**config.mk**
```make
export PLATFORM = sky130hd
export DESIGN_NAME = size_class_segment_placer
export DESIGN_NICKNAME = d
export VERILOG_FILES = /design/src/sv/scsp_pkg.sv /design/src/sv/scsp_ram.sv /design/src/sv/scsp_ctrl.sv /design/src/sv/scsp_dp.sv /design/src/sv/size_class_segment_placer.sv
export SDC_FILE = /design/constraint.sdc
export NUM_CORES = 2
export LEC_CHECK = 0
export BUFFER_PORTS_ARGS = -buffer_cell sky130_fd_sc_hd__buf_2
export CAP_MARGIN = 20
export CORE_MARGIN = 5
export CORE_UTILIZATION = 65
export CTS_BUF_LIST = sky130_fd_sc_hd__clkbuf_4 sky130_fd_sc_hd__clkbuf_8 sky130_fd_sc_hd__clkbuf_16
export CTS_CLUSTER_SIZE = 28
export DETAILED_ROUTE_END_ITERATION = 12
export GPL_ROUTABILITY_DRIVEN = 0
export PLACE_DENSITY = 0.83
export SYNTH_ARGS = -nofsm -noshare
export SYNTH_HDL_FRONTEND = slang
export SYNTH_SLANG_ARGS = --single-unit
export TNS_END_PERCENT = 10
```
**constraint.sdc**
```tcl
create_clock -name clk -period 18.4 [get_ports clk]
set_input_delay 0.92 -clock clk [delete_from_list [all_inputs] [get_ports clk]]
set_output_delay 0.92 -clock clk [all_outputs]
set_load 0.1 [all_outputs]
```
**src/sv/scsp_pkg.sv**
```systemverilog
`timescale 1ns / 1ps

package scsp_pkg;

	localparam int LEVEL_COUNT  = 20;
	localparam int SLOT_FACTOR  = 512;
	localparam int HEADER_BYTES = 16;

	localparam int REC_HEAD      = 16;
	localparam int FEATURE_BYTES = 20;
	localparam int CHUNK_BYTES   = 28;

	localparam int FC_W   = 16;
	localparam int CC_W   = 20;
	localparam int ID_W   = 61;
	localparam int OFF_W  = 56;
	localparam int LVL_W  = 5;
	localparam int SLOT_W = 29;
	localparam int ST_W   = 3;
	localparam int TOT_W  = 32;

	// largest record: 16 + 20*65535 + 28*1048575 fits in 25 bits
	localparam int SIZE_W     = 25;
	localparam int SLOT_SHIFT = $clog2(SLOT_FACTOR);
	localparam int Q_W        = SIZE_W - SLOT_SHIFT;
	localparam int CLS_W      = $clog2(Q_W + 1);
	localparam int LVL_IDX_W  = (LEVEL_COUNT > 1) ? $clog2(LEVEL_COUNT) : 1;

	localparam logic [ST_W-1:0] ST_NEW      = 3'd0;
	localparam logic [ST_W-1:0] ST_MIGRATED = 3'd1;
	localparam logic [ST_W-1:0] ST_INPLACE  = 3'd2;
	localparam logic [ST_W-1:0] ST_OVERFLOW = 3'd3;
	localparam logic [ST_W-1:0] ST_DOWNWARD = 3'd4;

	typedef enum logic [2:0] {
		K_OVERFLOW,
		K_NEW,
		K_DOWNWARD,
		K_MIGRATE,
		K_INPLACE
	} kind_t;

	typedef enum logic [3:0] {
		S_IDLE,
		S_SIZE,
		S_CLASS,
		S_DISPATCH,
		S_RD_OLD,
		S_WR_OLD,
		S_RD_NEW,
		S_WR_NEW,
		S_LOAD
	} state_t;

	typedef struct packed {
		logic load_in;
		logic calc_size;
		logic calc_class;
		logic rd_old;
		logic wr_old;
		logic rd_new;
		logic wr_new;
		logic load_res;
	} ctrl_cmd_t;

	typedef struct packed {
		kind_t kind;
		logic  out_busy;
	} dp_status_t;

endpackage

```
**src/sv/scsp_ram.sv**
```systemverilog
`timescale 1ns / 1ps

module scsp_ram #(
	parameter int WIDTH = 8,
	parameter int DEPTH = 16
) (
	input  logic                                   clk,
	input  logic                                   we,
	input  logic [((DEPTH > 1) ? $clog2(DEPTH) : 1)-1:0] waddr,
	input  logic [WIDTH-1:0]                       wdata,
	input  logic [((DEPTH > 1) ? $clog2(DEPTH) : 1)-1:0] raddr,
	output logic [WIDTH-1:0]                       rdata
);

	logic [WIDTH-1:0] mem [DEPTH];

	always_ff @(posedge clk) begin
		if (we) begin
			mem[waddr] <= wdata;
		end
		rdata <= mem[raddr];
	end

endmodule

```
**src/sv/scsp_ctrl.sv**
```systemverilog
`timescale 1ns / 1ps

module scsp_ctrl (
	input  logic                  clk,
	input  logic                  arst_n,
	input  logic                  in_valid,
	output logic                  in_ready,
	input  scsp_pkg::dp_status_t  stat,
	output scsp_pkg::ctrl_cmd_t   cmd
);

	scsp_pkg::state_t state_q, state_d;

	always_ff @(posedge clk or negedge arst_n) begin
		if (!arst_n) begin
			state_q <= scsp_pkg::S_IDLE;
		end else begin
			state_q <= state_d;
		end
	end

	always_comb begin
		state_d  = state_q;
		cmd      = '0;
		in_ready = 1'b0;
		unique case (state_q)
			scsp_pkg::S_IDLE: begin
				in_ready = 1'b1;
				if (in_valid) begin
					cmd.load_in = 1'b1;
					state_d     = scsp_pkg::S_SIZE;
				end
			end
			scsp_pkg::S_SIZE: begin
				cmd.calc_size = 1'b1;
				state_d       = scsp_pkg::S_CLASS;
			end
			scsp_pkg::S_CLASS: begin
				cmd.calc_class = 1'b1;
				state_d        = scsp_pkg::S_DISPATCH;
			end
			scsp_pkg::S_DISPATCH: begin
				unique case (stat.kind)
					scsp_pkg::K_NEW:     state_d = scsp_pkg::S_RD_NEW;
					scsp_pkg::K_MIGRATE: state_d = scsp_pkg::S_RD_OLD;
					default:             state_d = scsp_pkg::S_LOAD;
				endcase
			end
			scsp_pkg::S_RD_OLD: begin
				cmd.rd_old = 1'b1;
				state_d    = scsp_pkg::S_WR_OLD;
			end
			scsp_pkg::S_WR_OLD: begin
				cmd.wr_old = 1'b1;
				state_d    = scsp_pkg::S_RD_NEW;
			end
			scsp_pkg::S_RD_NEW: begin
				cmd.rd_new = 1'b1;
				state_d    = scsp_pkg::S_WR_NEW;
			end
			scsp_pkg::S_WR_NEW: begin
				cmd.wr_new = 1'b1;
				state_d    = scsp_pkg::S_LOAD;
			end
			scsp_pkg::S_LOAD: begin
				// hold until the output register can take the result
				if (!stat.out_busy) begin
					cmd.load_res = 1'b1;
					state_d      = scsp_pkg::S_IDLE;
				end
			end
			default: begin
				state_d = scsp_pkg::S_IDLE;
			end
		endcase
	end

endmodule

```
**src/sv/scsp_dp.sv**
```systemverilog
`timescale 1ns / 1ps

module scsp_dp (
	input  logic                          clk,
	input  logic                          arst_n,
	input  scsp_pkg::ctrl_cmd_t           cmd,
	output scsp_pkg::dp_status_t          stat,
	input  logic [scsp_pkg::FC_W-1:0]     feature_count,
	input  logic [scsp_pkg::CC_W-1:0]     chunk_count,
	input  logic                          is_new,
	input  logic [scsp_pkg::ID_W-1:0]     current_id,
	output logic                          out_valid,
	input  logic                          out_ready,
	output logic [scsp_pkg::ID_W-1:0]     segment_id,
	output logic [scsp_pkg::LVL_W-1:0]    level,
	output logic [scsp_pkg::OFF_W-1:0]    offset,
	output logic [scsp_pkg::SLOT_W-1:0]   slot_size,
	output logic [scsp_pkg::ST_W-1:0]     status
);

	logic [scsp_pkg::FC_W-1:0]   fc_q;
	logic [scsp_pkg::CC_W-1:0]   cc_q;
	logic                        new_q;
	logic [scsp_pkg::ID_W-1:0]   cur_q;
	logic [scsp_pkg::SIZE_W-1:0] size_q;
	logic [scsp_pkg::CLS_W-1:0]  lvl_q;
	logic [scsp_pkg::OFF_W-1:0]  off_q;

	logic [scsp_pkg::Q_W-1:0]    quot;
	logic [scsp_pkg::CLS_W-1:0]  bitlen;
	logic [scsp_pkg::LVL_W-1:0]  old_lvl;
	logic [scsp_pkg::OFF_W-1:0]  slot_full;
	scsp_pkg::kind_t             kind;

	logic [scsp_pkg::LVL_IDX_W-1:0] lvl_idx;
	logic [scsp_pkg::LVL_IDX_W-1:0] old_idx;
	logic [scsp_pkg::LVL_IDX_W-1:0] tot_addr;
	logic [scsp_pkg::OFF_W-1:0]     vol_rdata;
	logic [scsp_pkg::OFF_W-1:0]     vol_eff;
	logic [scsp_pkg::OFF_W-1:0]     vol_wdata;
	logic [scsp_pkg::TOT_W-1:0]     tot_rdata;
	logic [scsp_pkg::TOT_W-1:0]     tot_eff;
	logic [scsp_pkg::TOT_W-1:0]     tot_wdata;
	logic                           tot_we;
	logic [scsp_pkg::LEVEL_COUNT-1:0] vol_vld_q;
	logic [scsp_pkg::LEVEL_COUNT-1:0] tot_vld_q;

	logic                          out_valid_q;
	logic [scsp_pkg::ID_W-1:0]     res_id_q;
	logic [scsp_pkg::LVL_W-1:0]    res_lvl_q;
	logic [scsp_pkg::OFF_W-1:0]    res_off_q;
	logic [scsp_pkg::SLOT_W-1:0]   res_slot_q;
	logic [scsp_pkg::ST_W-1:0]     res_st_q;

	// input capture, record size and size class
	always_ff @(posedge clk) begin
		if (cmd.load_in) begin
			fc_q  <= feature_count;
			cc_q  <= chunk_count;
			new_q <= is_new;
			cur_q <= current_id;
		end
		if (cmd.calc_size) begin
			size_q <= scsp_pkg::SIZE_W'(scsp_pkg::REC_HEAD)
				+ scsp_pkg::SIZE_W'(fc_q) * scsp_pkg::SIZE_W'(scsp_pkg::FEATURE_BYTES)
				+ scsp_pkg::SIZE_W'(cc_q) * scsp_pkg::SIZE_W'(scsp_pkg::CHUNK_BYTES);
		end
		if (cmd.calc_class) begin
			lvl_q <= bitlen;
		end
		if (cmd.wr_new) begin
			off_q <= vol_eff;
		end
	end

	assign quot = size_q[scsp_pkg::SIZE_W-1:scsp_pkg::SLOT_SHIFT];

	always_comb begin
		bitlen = '0;
		for (int i = 0; i < scsp_pkg::Q_W; i++) begin
			if (quot[i]) begin
				bitlen = scsp_pkg::CLS_W'(i + 1);
			end
		end
	end

	assign old_lvl   = cur_q[scsp_pkg::ID_W-1:scsp_pkg::OFF_W];
	assign slot_full = scsp_pkg::OFF_W'(scsp_pkg::SLOT_FACTOR) << lvl_q;

	always_comb begin
		priority if (32'(lvl_q) >= scsp_pkg::LEVEL_COUNT) begin
			kind = scsp_pkg::K_OVERFLOW;
		end else if (new_q) begin
			kind = scsp_pkg::K_NEW;
		end else if (32'(old_lvl) > 32'(lvl_q)) begin
			kind = scsp_pkg::K_DOWNWARD;
		end else if (32'(old_lvl) < 32'(lvl_q)) begin
			kind = scsp_pkg::K_MIGRATE;
		end else begin
			kind = scsp_pkg::K_INPLACE;
		end
	end

	// per-level tables: volume end and segment count
	assign lvl_idx  = scsp_pkg::LVL_IDX_W'(lvl_q);
	assign old_idx  = scsp_pkg::LVL_IDX_W'(old_lvl);
	assign tot_addr = (cmd.rd_old || cmd.wr_old) ? old_idx : lvl_idx;

	// entries never written read as their reset value
	assign vol_eff   = vol_vld_q[lvl_idx] ? vol_rdata
		: scsp_pkg::OFF_W'(scsp_pkg::HEADER_BYTES);
	assign tot_eff   = tot_vld_q[tot_addr] ? tot_rdata : '0;
	assign vol_wdata = vol_eff + slot_full;
	assign tot_wdata = cmd.wr_old ? (tot_eff - scsp_pkg::TOT_W'(1))
		: (tot_eff + scsp_pkg::TOT_W'(1));
	assign tot_we    = cmd.wr_old || cmd.wr_new;

	scsp_ram #(
		.WIDTH (scsp_pkg::OFF_W),
		.DEPTH (scsp_pkg::LEVEL_COUNT)
	) u_vol_ram (
		.clk   (clk),
		.we    (cmd.wr_new),
		.waddr (lvl_idx),
		.wdata (vol_wdata),
		.raddr (lvl_idx),
		.rdata (vol_rdata)
	);

	scsp_ram #(
		.WIDTH (scsp_pkg::TOT_W),
		.DEPTH (scsp_pkg::LEVEL_COUNT)
	) u_tot_ram (
		.clk   (clk),
		.we    (tot_we),
		.waddr (tot_addr),
		.wdata (tot_wdata),
		.raddr (tot_addr),
		.rdata (tot_rdata)
	);

	always_ff @(posedge clk or negedge arst_n) begin
		if (!arst_n) begin
			vol_vld_q <= '0;
			tot_vld_q <= '0;
		end else begin
			if (cmd.wr_new) begin
				vol_vld_q[lvl_idx] <= 1'b1;
			end
			if (tot_we) begin
				tot_vld_q[tot_addr] <= 1'b1;
			end
		end
	end

	// output register
	always_ff @(posedge clk or negedge arst_n) begin
		if (!arst_n) begin
			out_valid_q <= 1'b0;
		end else if (cmd.load_res) begin
			out_valid_q <= 1'b1;
		end else if (out_ready) begin
			out_valid_q <= 1'b0;
		end
	end

	always_ff @(posedge clk) begin
		if (cmd.load_res) begin
			res_lvl_q <= scsp_pkg::LVL_W'(lvl_q);
			unique case (kind)
				scsp_pkg::K_OVERFLOW: begin
					res_id_q   <= cur_q;
					res_off_q  <= '0;
					res_slot_q <= '0;
					res_st_q   <= scsp_pkg::ST_OVERFLOW;
				end
				scsp_pkg::K_DOWNWARD: begin
					res_id_q   <= cur_q;
					res_off_q  <= '0;
					res_slot_q <= slot_full[scsp_pkg::SLOT_W-1:0];
					res_st_q   <= scsp_pkg::ST_DOWNWARD;
				end
				scsp_pkg::K_INPLACE: begin
					res_id_q   <= cur_q;
					res_off_q  <= cur_q[scsp_pkg::OFF_W-1:0];
					res_slot_q <= slot_full[scsp_pkg::SLOT_W-1:0];
					res_st_q   <= scsp_pkg::ST_INPLACE;
				end
				scsp_pkg::K_NEW, scsp_pkg::K_MIGRATE: begin
					res_id_q   <= (scsp_pkg::ID_W'(lvl_q) << scsp_pkg::OFF_W)
						| scsp_pkg::ID_W'(off_q);
					res_off_q  <= off_q;
					res_slot_q <= slot_full[scsp_pkg::SLOT_W-1:0];
					res_st_q   <= (kind == scsp_pkg::K_NEW) ? scsp_pkg::ST_NEW
						: scsp_pkg::ST_MIGRATED;
				end
				default: begin
					res_id_q   <= cur_q;
					res_off_q  <= '0;
					res_slot_q <= '0;
					res_st_q   <= scsp_pkg::ST_OVERFLOW;
				end
			endcase
		end
	end

	assign stat.kind     = kind;
	assign stat.out_busy = out_valid_q && !out_ready;

	assign out_valid  = out_valid_q;
	assign segment_id = res_id_q;
	assign level      = res_lvl_q;
	assign offset     = res_off_q;
	assign slot_size  = res_slot_q;
	assign status     = res_st_q;

	a_dec_only_on_migrate: assert property (@(posedge clk) disable iff (!arst_n)
		cmd.wr_old |-> kind == scsp_pkg::K_MIGRATE)
		else $error("old level count touched outside a migration");

	a_dec_then_bump: assert property (@(posedge clk) disable iff (!arst_n)
		cmd.rd_old |=> cmd.wr_old ##1 cmd.rd_new ##1 cmd.wr_new)
		else $error("migration sequence broken");

	a_no_result_overwrite: assert property (@(posedge clk) disable iff (!arst_n)
		cmd.load_res |-> (!out_valid_q || out_ready))
		else $error("pending result overwritten");

	a_bump_id_matches_offset: assert property (@(posedge clk) disable iff (!arst_n)
		(out_valid_q && (res_st_q == scsp_pkg::ST_NEW || res_st_q == scsp_pkg::ST_MIGRATED))
		|-> res_id_q[scsp_pkg::OFF_W-1:0] == res_off_q)
		else $error("allocated id and offset disagree");

endmodule

```
**src/sv/size_class_segment_placer.sv**
```systemverilog
`timescale 1ns / 1ps

// places one segment record per transaction into per-level volumes; the record
// size 16+20f+28c over the slot factor gives the level by bit length, and the
// result is a fresh allocation, a migration, an in-place update, a downward
// move or an error. after acceptance the controller steps through its size and
// class states and a dispatch; a new record then does a read-modify-write of
// the new level's volume end and count rams, and a migration first decrements
// the old level's count, then bumps the new level; other cases go straight to
// the result load. the result sits in an output register, so the next item is
// taken while it waits; a further result stalls only if the previous one is
// still not taken. there is no clearing pass after reset: per-level valid bits
// make unwritten entries read as the header size and zero.
module size_class_segment_placer (
	input  logic                          clk,
	input  logic                          arst_n,
	input  logic                          in_valid,
	output logic                          in_ready,
	input  logic [scsp_pkg::FC_W-1:0]     feature_count,
	input  logic [scsp_pkg::CC_W-1:0]     chunk_count,
	input  logic                          is_new,
	input  logic [scsp_pkg::ID_W-1:0]     current_id,
	output logic                          out_valid,
	input  logic                          out_ready,
	output logic [scsp_pkg::ID_W-1:0]     segment_id,
	output logic [scsp_pkg::LVL_W-1:0]    level,
	output logic [scsp_pkg::OFF_W-1:0]    offset,
	output logic [scsp_pkg::SLOT_W-1:0]   slot_size,
	output logic [scsp_pkg::ST_W-1:0]     status
);

	scsp_pkg::ctrl_cmd_t  cmd;
	scsp_pkg::dp_status_t stat;

	scsp_ctrl u_ctrl (
		.clk      (clk),
		.arst_n   (arst_n),
		.in_valid (in_valid),
		.in_ready (in_ready),
		.stat     (stat),
		.cmd      (cmd)
	);

	scsp_dp u_dp (
		.clk           (clk),
		.arst_n        (arst_n),
		.cmd           (cmd),
		.stat          (stat),
		.feature_count (feature_count),
		.chunk_count   (chunk_count),
		.is_new        (is_new),
		.current_id    (current_id),
		.out_valid     (out_valid),
		.out_ready     (out_ready),
		.segment_id    (segment_id),
		.level         (level),
		.offset        (offset),
		.slot_size     (slot_size),
		.status        (status)
	);

endmodule
```
-- Word level (Yosys, flattened, before mapping)
Memories as Yosys holds them, arrays and structs flattened. A register that Yosys moved wholly into a read port is not among the register bits.
Cells that the tools add are included.
- bits in registers: 363
- memory bits (writable): 1120
- memories: 1
- add/sub/neg operators: 3
- multipliers: 2
- order comparisons: 5
- eq/ne operators: 14
- shifts and indexed selects: 1
- multiplexer cells: 44
- bitwise gates (word level): 2
- reductions and logical operators: 8
- memories (name ; depth ; width ; rd ports ; clocked after memory_dff ; wr ports ; line ; source):
    u_dp.u_vol_ram.mem ; 20 ; 56 ; 1 ; 1 ; 1 ; scsp_ram.sv:15 ; logic [WIDTH-1:0] mem [DEPTH];
- operators by type and width (operator ; count):
    56-bit one-hot mux with 2 select lines ; 1
    61-bit two-way mux ; 1
    61-bit by 56-bit bitwise OR with 61-bit output ; 1
    56-bit adder ; 1
    56-bit two-way mux ; 1
    10-bit by 5-bit << shifter with 56-bit output, first input constant ; 1
    4-bit two-way mux ; 10
    4-bit one-hot mux with 9 select lines ; 1
    25-bit adder ; 1
    3-bit two-way mux ; 8
    20-bit by 3-bit multiplier with 23-bit output, second input constant ; 1
    5-bit by 21-bit adder with 22-bit output, first input constant ; 1
    20-bit bitwise OR ; 1
    16-bit by 3-bit multiplier with 19-bit output, second input constant ; 1
    4-bit by 3-bit == test with 1-bit output, second input constant ; 4
    1-bit two-way mux ; 16
    3-bit one-hot mux with 3 select lines ; 1
    4-bit by 2-bit == test with 1-bit output, second input constant ; 2
    4-bit one-hot mux with 2 select lines ; 1
    3-bit by 2-bit == test with 1-bit output, second input constant ; 2
    5-bit by 6-bit < comparator with 1-bit output, second input constant ; 1
    1-bit binary-select mux with 5-bit select ; 1
    1-bit demux with 5-bit select ; 1
    5-bit by 1-bit >= comparator with 1-bit output, second input constant ; 1
    16 further kinds ; 19

-- Logic depth before layout (Yosys ltp)
- depth after elaboration: 15
- depth in mapped cells: 20

-- Cells and area by module
Synthesis repeated with hierarchy kept, for this count alone.
- cells, all modules: 3804
- area total of the unflattened synthesis: 62204.7 um^2
- modules (own cells, without submodules) (module ; times used ; cells an instance ; area each (um^2) ; sequential area each (um^2)):
    scsp_ram ; 1 ; 2294 ; 43999.7 ; 34753.3
    scsp_dp ; 1 ; 1479 ; 17939.7 ; 10134.7
    scsp_ctrl ; 1 ; 31 ; 265.3 ; 100.1

-- Worst setup path after synthesis
Ideal clock, no wire load.
- kind: input-to-reg
- start: input out_ready
- end: register u_dp.res_lvl_q, in the netlist u_dp.level[0] (enable)
- setup time: 0.666 ns
- arrival: 7.430 ns
- required time: 17.734 ns
- setup slack: 10.304 ns
- cell stages on the path: 2
- cells stage by stage: nand2b_1 > nor2b_1
- RTL lines (what ; line ; source):
    start, declared ; size_class_segment_placer.sv:24 ; input logic out_ready,
    end signal, assigned ; scsp_dp.sv:169 ; res_lvl_q <= scsp_pkg::LVL_W'(lvl_q);
    end, declared ; scsp_dp.sv:50 ; logic [scsp_pkg::LVL_W-1:0] res_lvl_q;

-- Worst setup path in the final report
- start: register u_dp.lvl_q, in the netlist u_dp.lvl_idx[1]
- end: memory u_dp.u_vol_ram.mem[0][46] (netlist name), data pin
- word-level cells in the longest chain between the ends: 4
- elaborated cells between the ends (all ways): 5
- classes of those cells: 1 x add/sub; 1 x shift; 3 x mux
- RTL lines (what ; line ; source):
    start, declared ; scsp_dp.sv:26 ; logic [scsp_pkg::CLS_W-1:0] lvl_q;
    start signal, assigned ; scsp_dp.sv:69 ; lvl_q <= bitlen;
    1-bit binary-select mux with 5-bit select ; scsp_dp.sv:110 ; assign vol_eff = vol_vld_q[lvl_idx] ? vol_rdata
    1-bit two-way mux (not written as such) ; scsp_dp.sv:110 ;
    56-bit two-way mux ; scsp_dp.sv:110 ;
    named net u_dp.vol_eff (one bit) ; scsp_dp.sv:39 ; logic [scsp_pkg::OFF_W-1:0] vol_eff;
    56-bit adder ; scsp_dp.sv:113 ; assign vol_wdata = vol_eff + slot_full;
    named net u_dp.u_vol_ram.wdata[46] ; scsp_ram.sv:10 ; input logic [WIDTH-1:0] wdata,
    end, declared ; scsp_ram.sv:15 ;
The timed path passes the listed nets, and every way through them passes these cells. The select of a mux whose other input is x is not followed.

==> metrics.txt <==
outcome completed; Worst Clk Skew 0.0337 ns; FF+latch count, synth roughly 1500; R2R depth 17; clock root cell clkbuf_16; initial antenna violation count 7; fillers 4783; largest net degree at the start of global routing between 150 and 200; # DRC 0; static leakage approximately 24 nW; Clock Power Share between 20% and 30%; dominant register cell in the synthesized netlist edfxtp_1; total of cells resized after clock tree synthesis 0; worst path cell trace buf_12 > mux4_2 > a21oi_1 > a311oi_2 > a21oi_4 > buf_4 > nand2b_1 > inv_1 > ha_1 > a21o_1 > a21oi_1 > o21ai_0 > o2111ai_1 > a21oi_1 > o31ai_2 > nor2_1 > xor2_2; dominant cell type by area after synthesis edfxtp_1; Cell Area, Placed 0.0644 mm2; P&R area growth vs syn 13.3%; Buf/Inv on CP 3; Util after Layout 74.4%; Non-Filler Instances 5021; placed cells between 4000 and 5000; combinational share of power between 20% and 30%; Hold WC Path Type primary input to asynchronous set/reset pin; Yosys top cell area share a little over two thirds; CP Launch Type flop; sum of negative setup slack 0 ns; PortBufs 248; NetSw between 3 and 4 mW; worst-skew pair later-pin latency between 0.7 and 0.8 ns; delay-heaviest family, CP compound AO/OA/AOI/OAI gates; initial core utilization roughly 66%; htree depth 4; FF-to-FF Start u_dp.lvl_idx[1]; Hold WS around 0.18 ns; DRT Pass-1 Iters 6; WP data arrival approximately 7 ns; post-synth cell types 74; crit path max fanout 179; Die ar. 0.101 mm2; total power 10.8 mW; synth top area cells edfxtp_1 70%, mux4_2 10%, ha_1 2.2%; Int Pwr 7.29 mW; CTS Buf Count 147; grt total ovfl 0; NumNets Final 3873; CTS tree done; switch share about 33%; io pins around 260; Post-Synthesis Cell Area about 0.061 mm2; # clock sinks about 1500; post-synthesis average cell area around 19 um2; final period utilization a little over a third; final hold vios 0; antenna-violating nets left 0; number of synthesized flops with an enable pin 1440; Pwr Density around 160 mW/mm2; CP most frequent cell a21oi_1; pre-CTS setup slack around 11 ns; CP required between 15 and 20 ns; Peak VDD IR 0.000140 V; hold-fix buffers at CTS 0; Die W approximately 320 um; Reg-to-Reg End u_dp.u_vol_ram.mem[0][46]; yosys warns 0; RSZ-0062 raised after global routing no; core area between 0.09 and 0.1 mm2; initial DRC count ~5400; Mapped Cells approximately 3300; drt total wl 164 mm; setup bufs post-CTS 0; Max Cap Viol 0; Multi-input gate area 0.0158 mm2; DP Wirelength 85.7 mm; Via density around 7.1; row cnt 112; Vias ~35000; final instance area 0.0695 mm2; worst-margin pin slew ~1.2 ns; Clock Tree Buf Depth 3; fraction of layout cells with a size suffix above 1 between 20% and 30%; max-slew violation total from the final report 0; GRT Total Usage 32.5%; Flop pwr share about two fifths; routed len/inst between 30 and 40 um; sequential-to-total area share from yosys stat 73.3%; vias in the first global route ~35000; Crit Path Category flop to flop; Worst path max stage delay between 0.8 and 0.9 ns; Reg clk slew, reported paths approximately 0.060 ns; post-route setup slack 11.68 ns; cell with the most instances after synthesis edfxtp_1; ys async rst share under 10%; CP max-delay cell o31ai_2; fin crit period 6.72 ns; register area about 0.045 mm2; critical path endpoint category flop; setup violators final 0; Commonest cells post-synth 1440 x edfxtp_1, 285 x mux4_2, 151 x nand2_1, 148 x nor2_1, 109 x clkbuf_1; Die Span Y 317 um; fmax about 0.15 GHz; first-pass GRT wire length around 240 mm; R2R Setup Slk 11.68 ns; Rel. slew slack between 10% and 20%
## registers in the layout, summed over array words and instances (netlist names), 3 cells and up
register,flops
u_dp.cur_q,61
u_dp.lvl_idx,5
u_dp.level,5
u_ctrl.state_q,4
u_dp.status,3
u_dp.offset,56
u_dp.off_q,56
u_dp.vol_vld_q,20
u_dp.cc_q,20
u_dp.segment_id,61
u_dp.u_vol_ram.mem,1120
u_dp.fc_q,16
u_dp.size_q,16
u_dp.u_vol_ram.rdata,56
u_dp.slot_size,20
## logic make-up (layout without fill, tap and decap cells)
kind of cell	after synthesis	count (layout)	synth area share, %
XOR/XNOR	90	90	1.28
adder cells (fa/ha/maj)	129	129	2.90
multiplexers	367	367	11.9
AND/OR/NAND/NOR	547	547	4.28
flip-flops	1521	1521	73.3
AO/OA/AOI/OAI	424	424	4.90
other	1	12	0.00611
buffers and inverters	209	677	1.41
## how the worst max path moves through the flow
stage,start,to,slack [ns],depth (start not counted)
after global placement,u_dp.lvl_idx[1],u_dp.u_vol_ram.mem[10][50],11.78,17
after detailed placement,u_dp.lvl_idx[1],u_dp.u_vol_ram.mem[4][55],11.42,18
after CTS,u_dp.lvl_idx[1],u_dp.u_vol_ram.mem[16][50],11.34,17
final,u_dp.lvl_idx[1],u_dp.u_vol_ram.mem[0][46],11.68,17
after floorplan,out_ready,u_dp.level[0],10.30,2
after global routing,u_dp.lvl_idx[1],u_dp.u_vol_ram.mem[0][46],11.48,17
## layer usage
| layer | vias up | global-route usage, % | wire (um) |
|---|---|---|---|
| li1 | 13900 | - | - |
| met1 | 17700 | 43.4 | 54600 |
| met2 | 3242 | 50.6 | 76500 |
| met3 | 602 | 9.61 | 23900 |
| met4 | 6 | 14.8 | 8530 |
| met5 | - | 0 | 34 |
## layout make-up
cell class	instances	share of cell area [%]
multi-input cells	1567	22.7
repair buffers	361	3.06
diodes	2	0.00720
well taps	1254	2.26
inverters	44	0.239
clock inverters	78	1.12
clock buffers	194	5.93
flip-flops and latches	1521	64.7
## placed cells by master (no fill, tap or decap), drive strengths merged, types with 39 or more instances in the layout
cell type     n
inv          56
clkbuf      194
a22o         56
a221oi       39
xnor2        56
buf         361
nor2        148
mux4        285
nor3         57
a21oi        79
clkinv       52
ha          107
mux2         61
nor2b        62
o21ai        71
dfxtp        56
a21o         41
nand2       151
edfxtp     1440
## power by group through the flow
stage / clock network [mW] / logic [mW] / registers (mW)
after floorplan: 0 / 2.12 / 4.71
after global placement: 0 / 2.96 / 4.57
after detailed placement: 0 / 3.08 / 4.58
after CTS: 3.06 / 3.16 / 4.52
after global routing: 3.22 / 3.42 / 4.53
final: 3.05 / 3.23 / 4.52
## worst reg2reg max path, stage by stage (launching register included)
cell and delay (ns):
edfxtp_1 0.41, buf_12 0.63, mux4_2 0.58, a21oi_1 0.19, a311oi_2 0.09, a21oi_4 0.14, buf_4 0.64, nand2b_1 0.41
inv_1 0.08, ha_1 0.30, a21o_1 0.17, a21oi_1 0.22, o21ai_0 0.20, o2111ai_1 0.37, a21oi_1 0.26, o31ai_2 0.85
nor2_1 0.18, xor2_2 0.67
(Power assumes the default switching activity.)
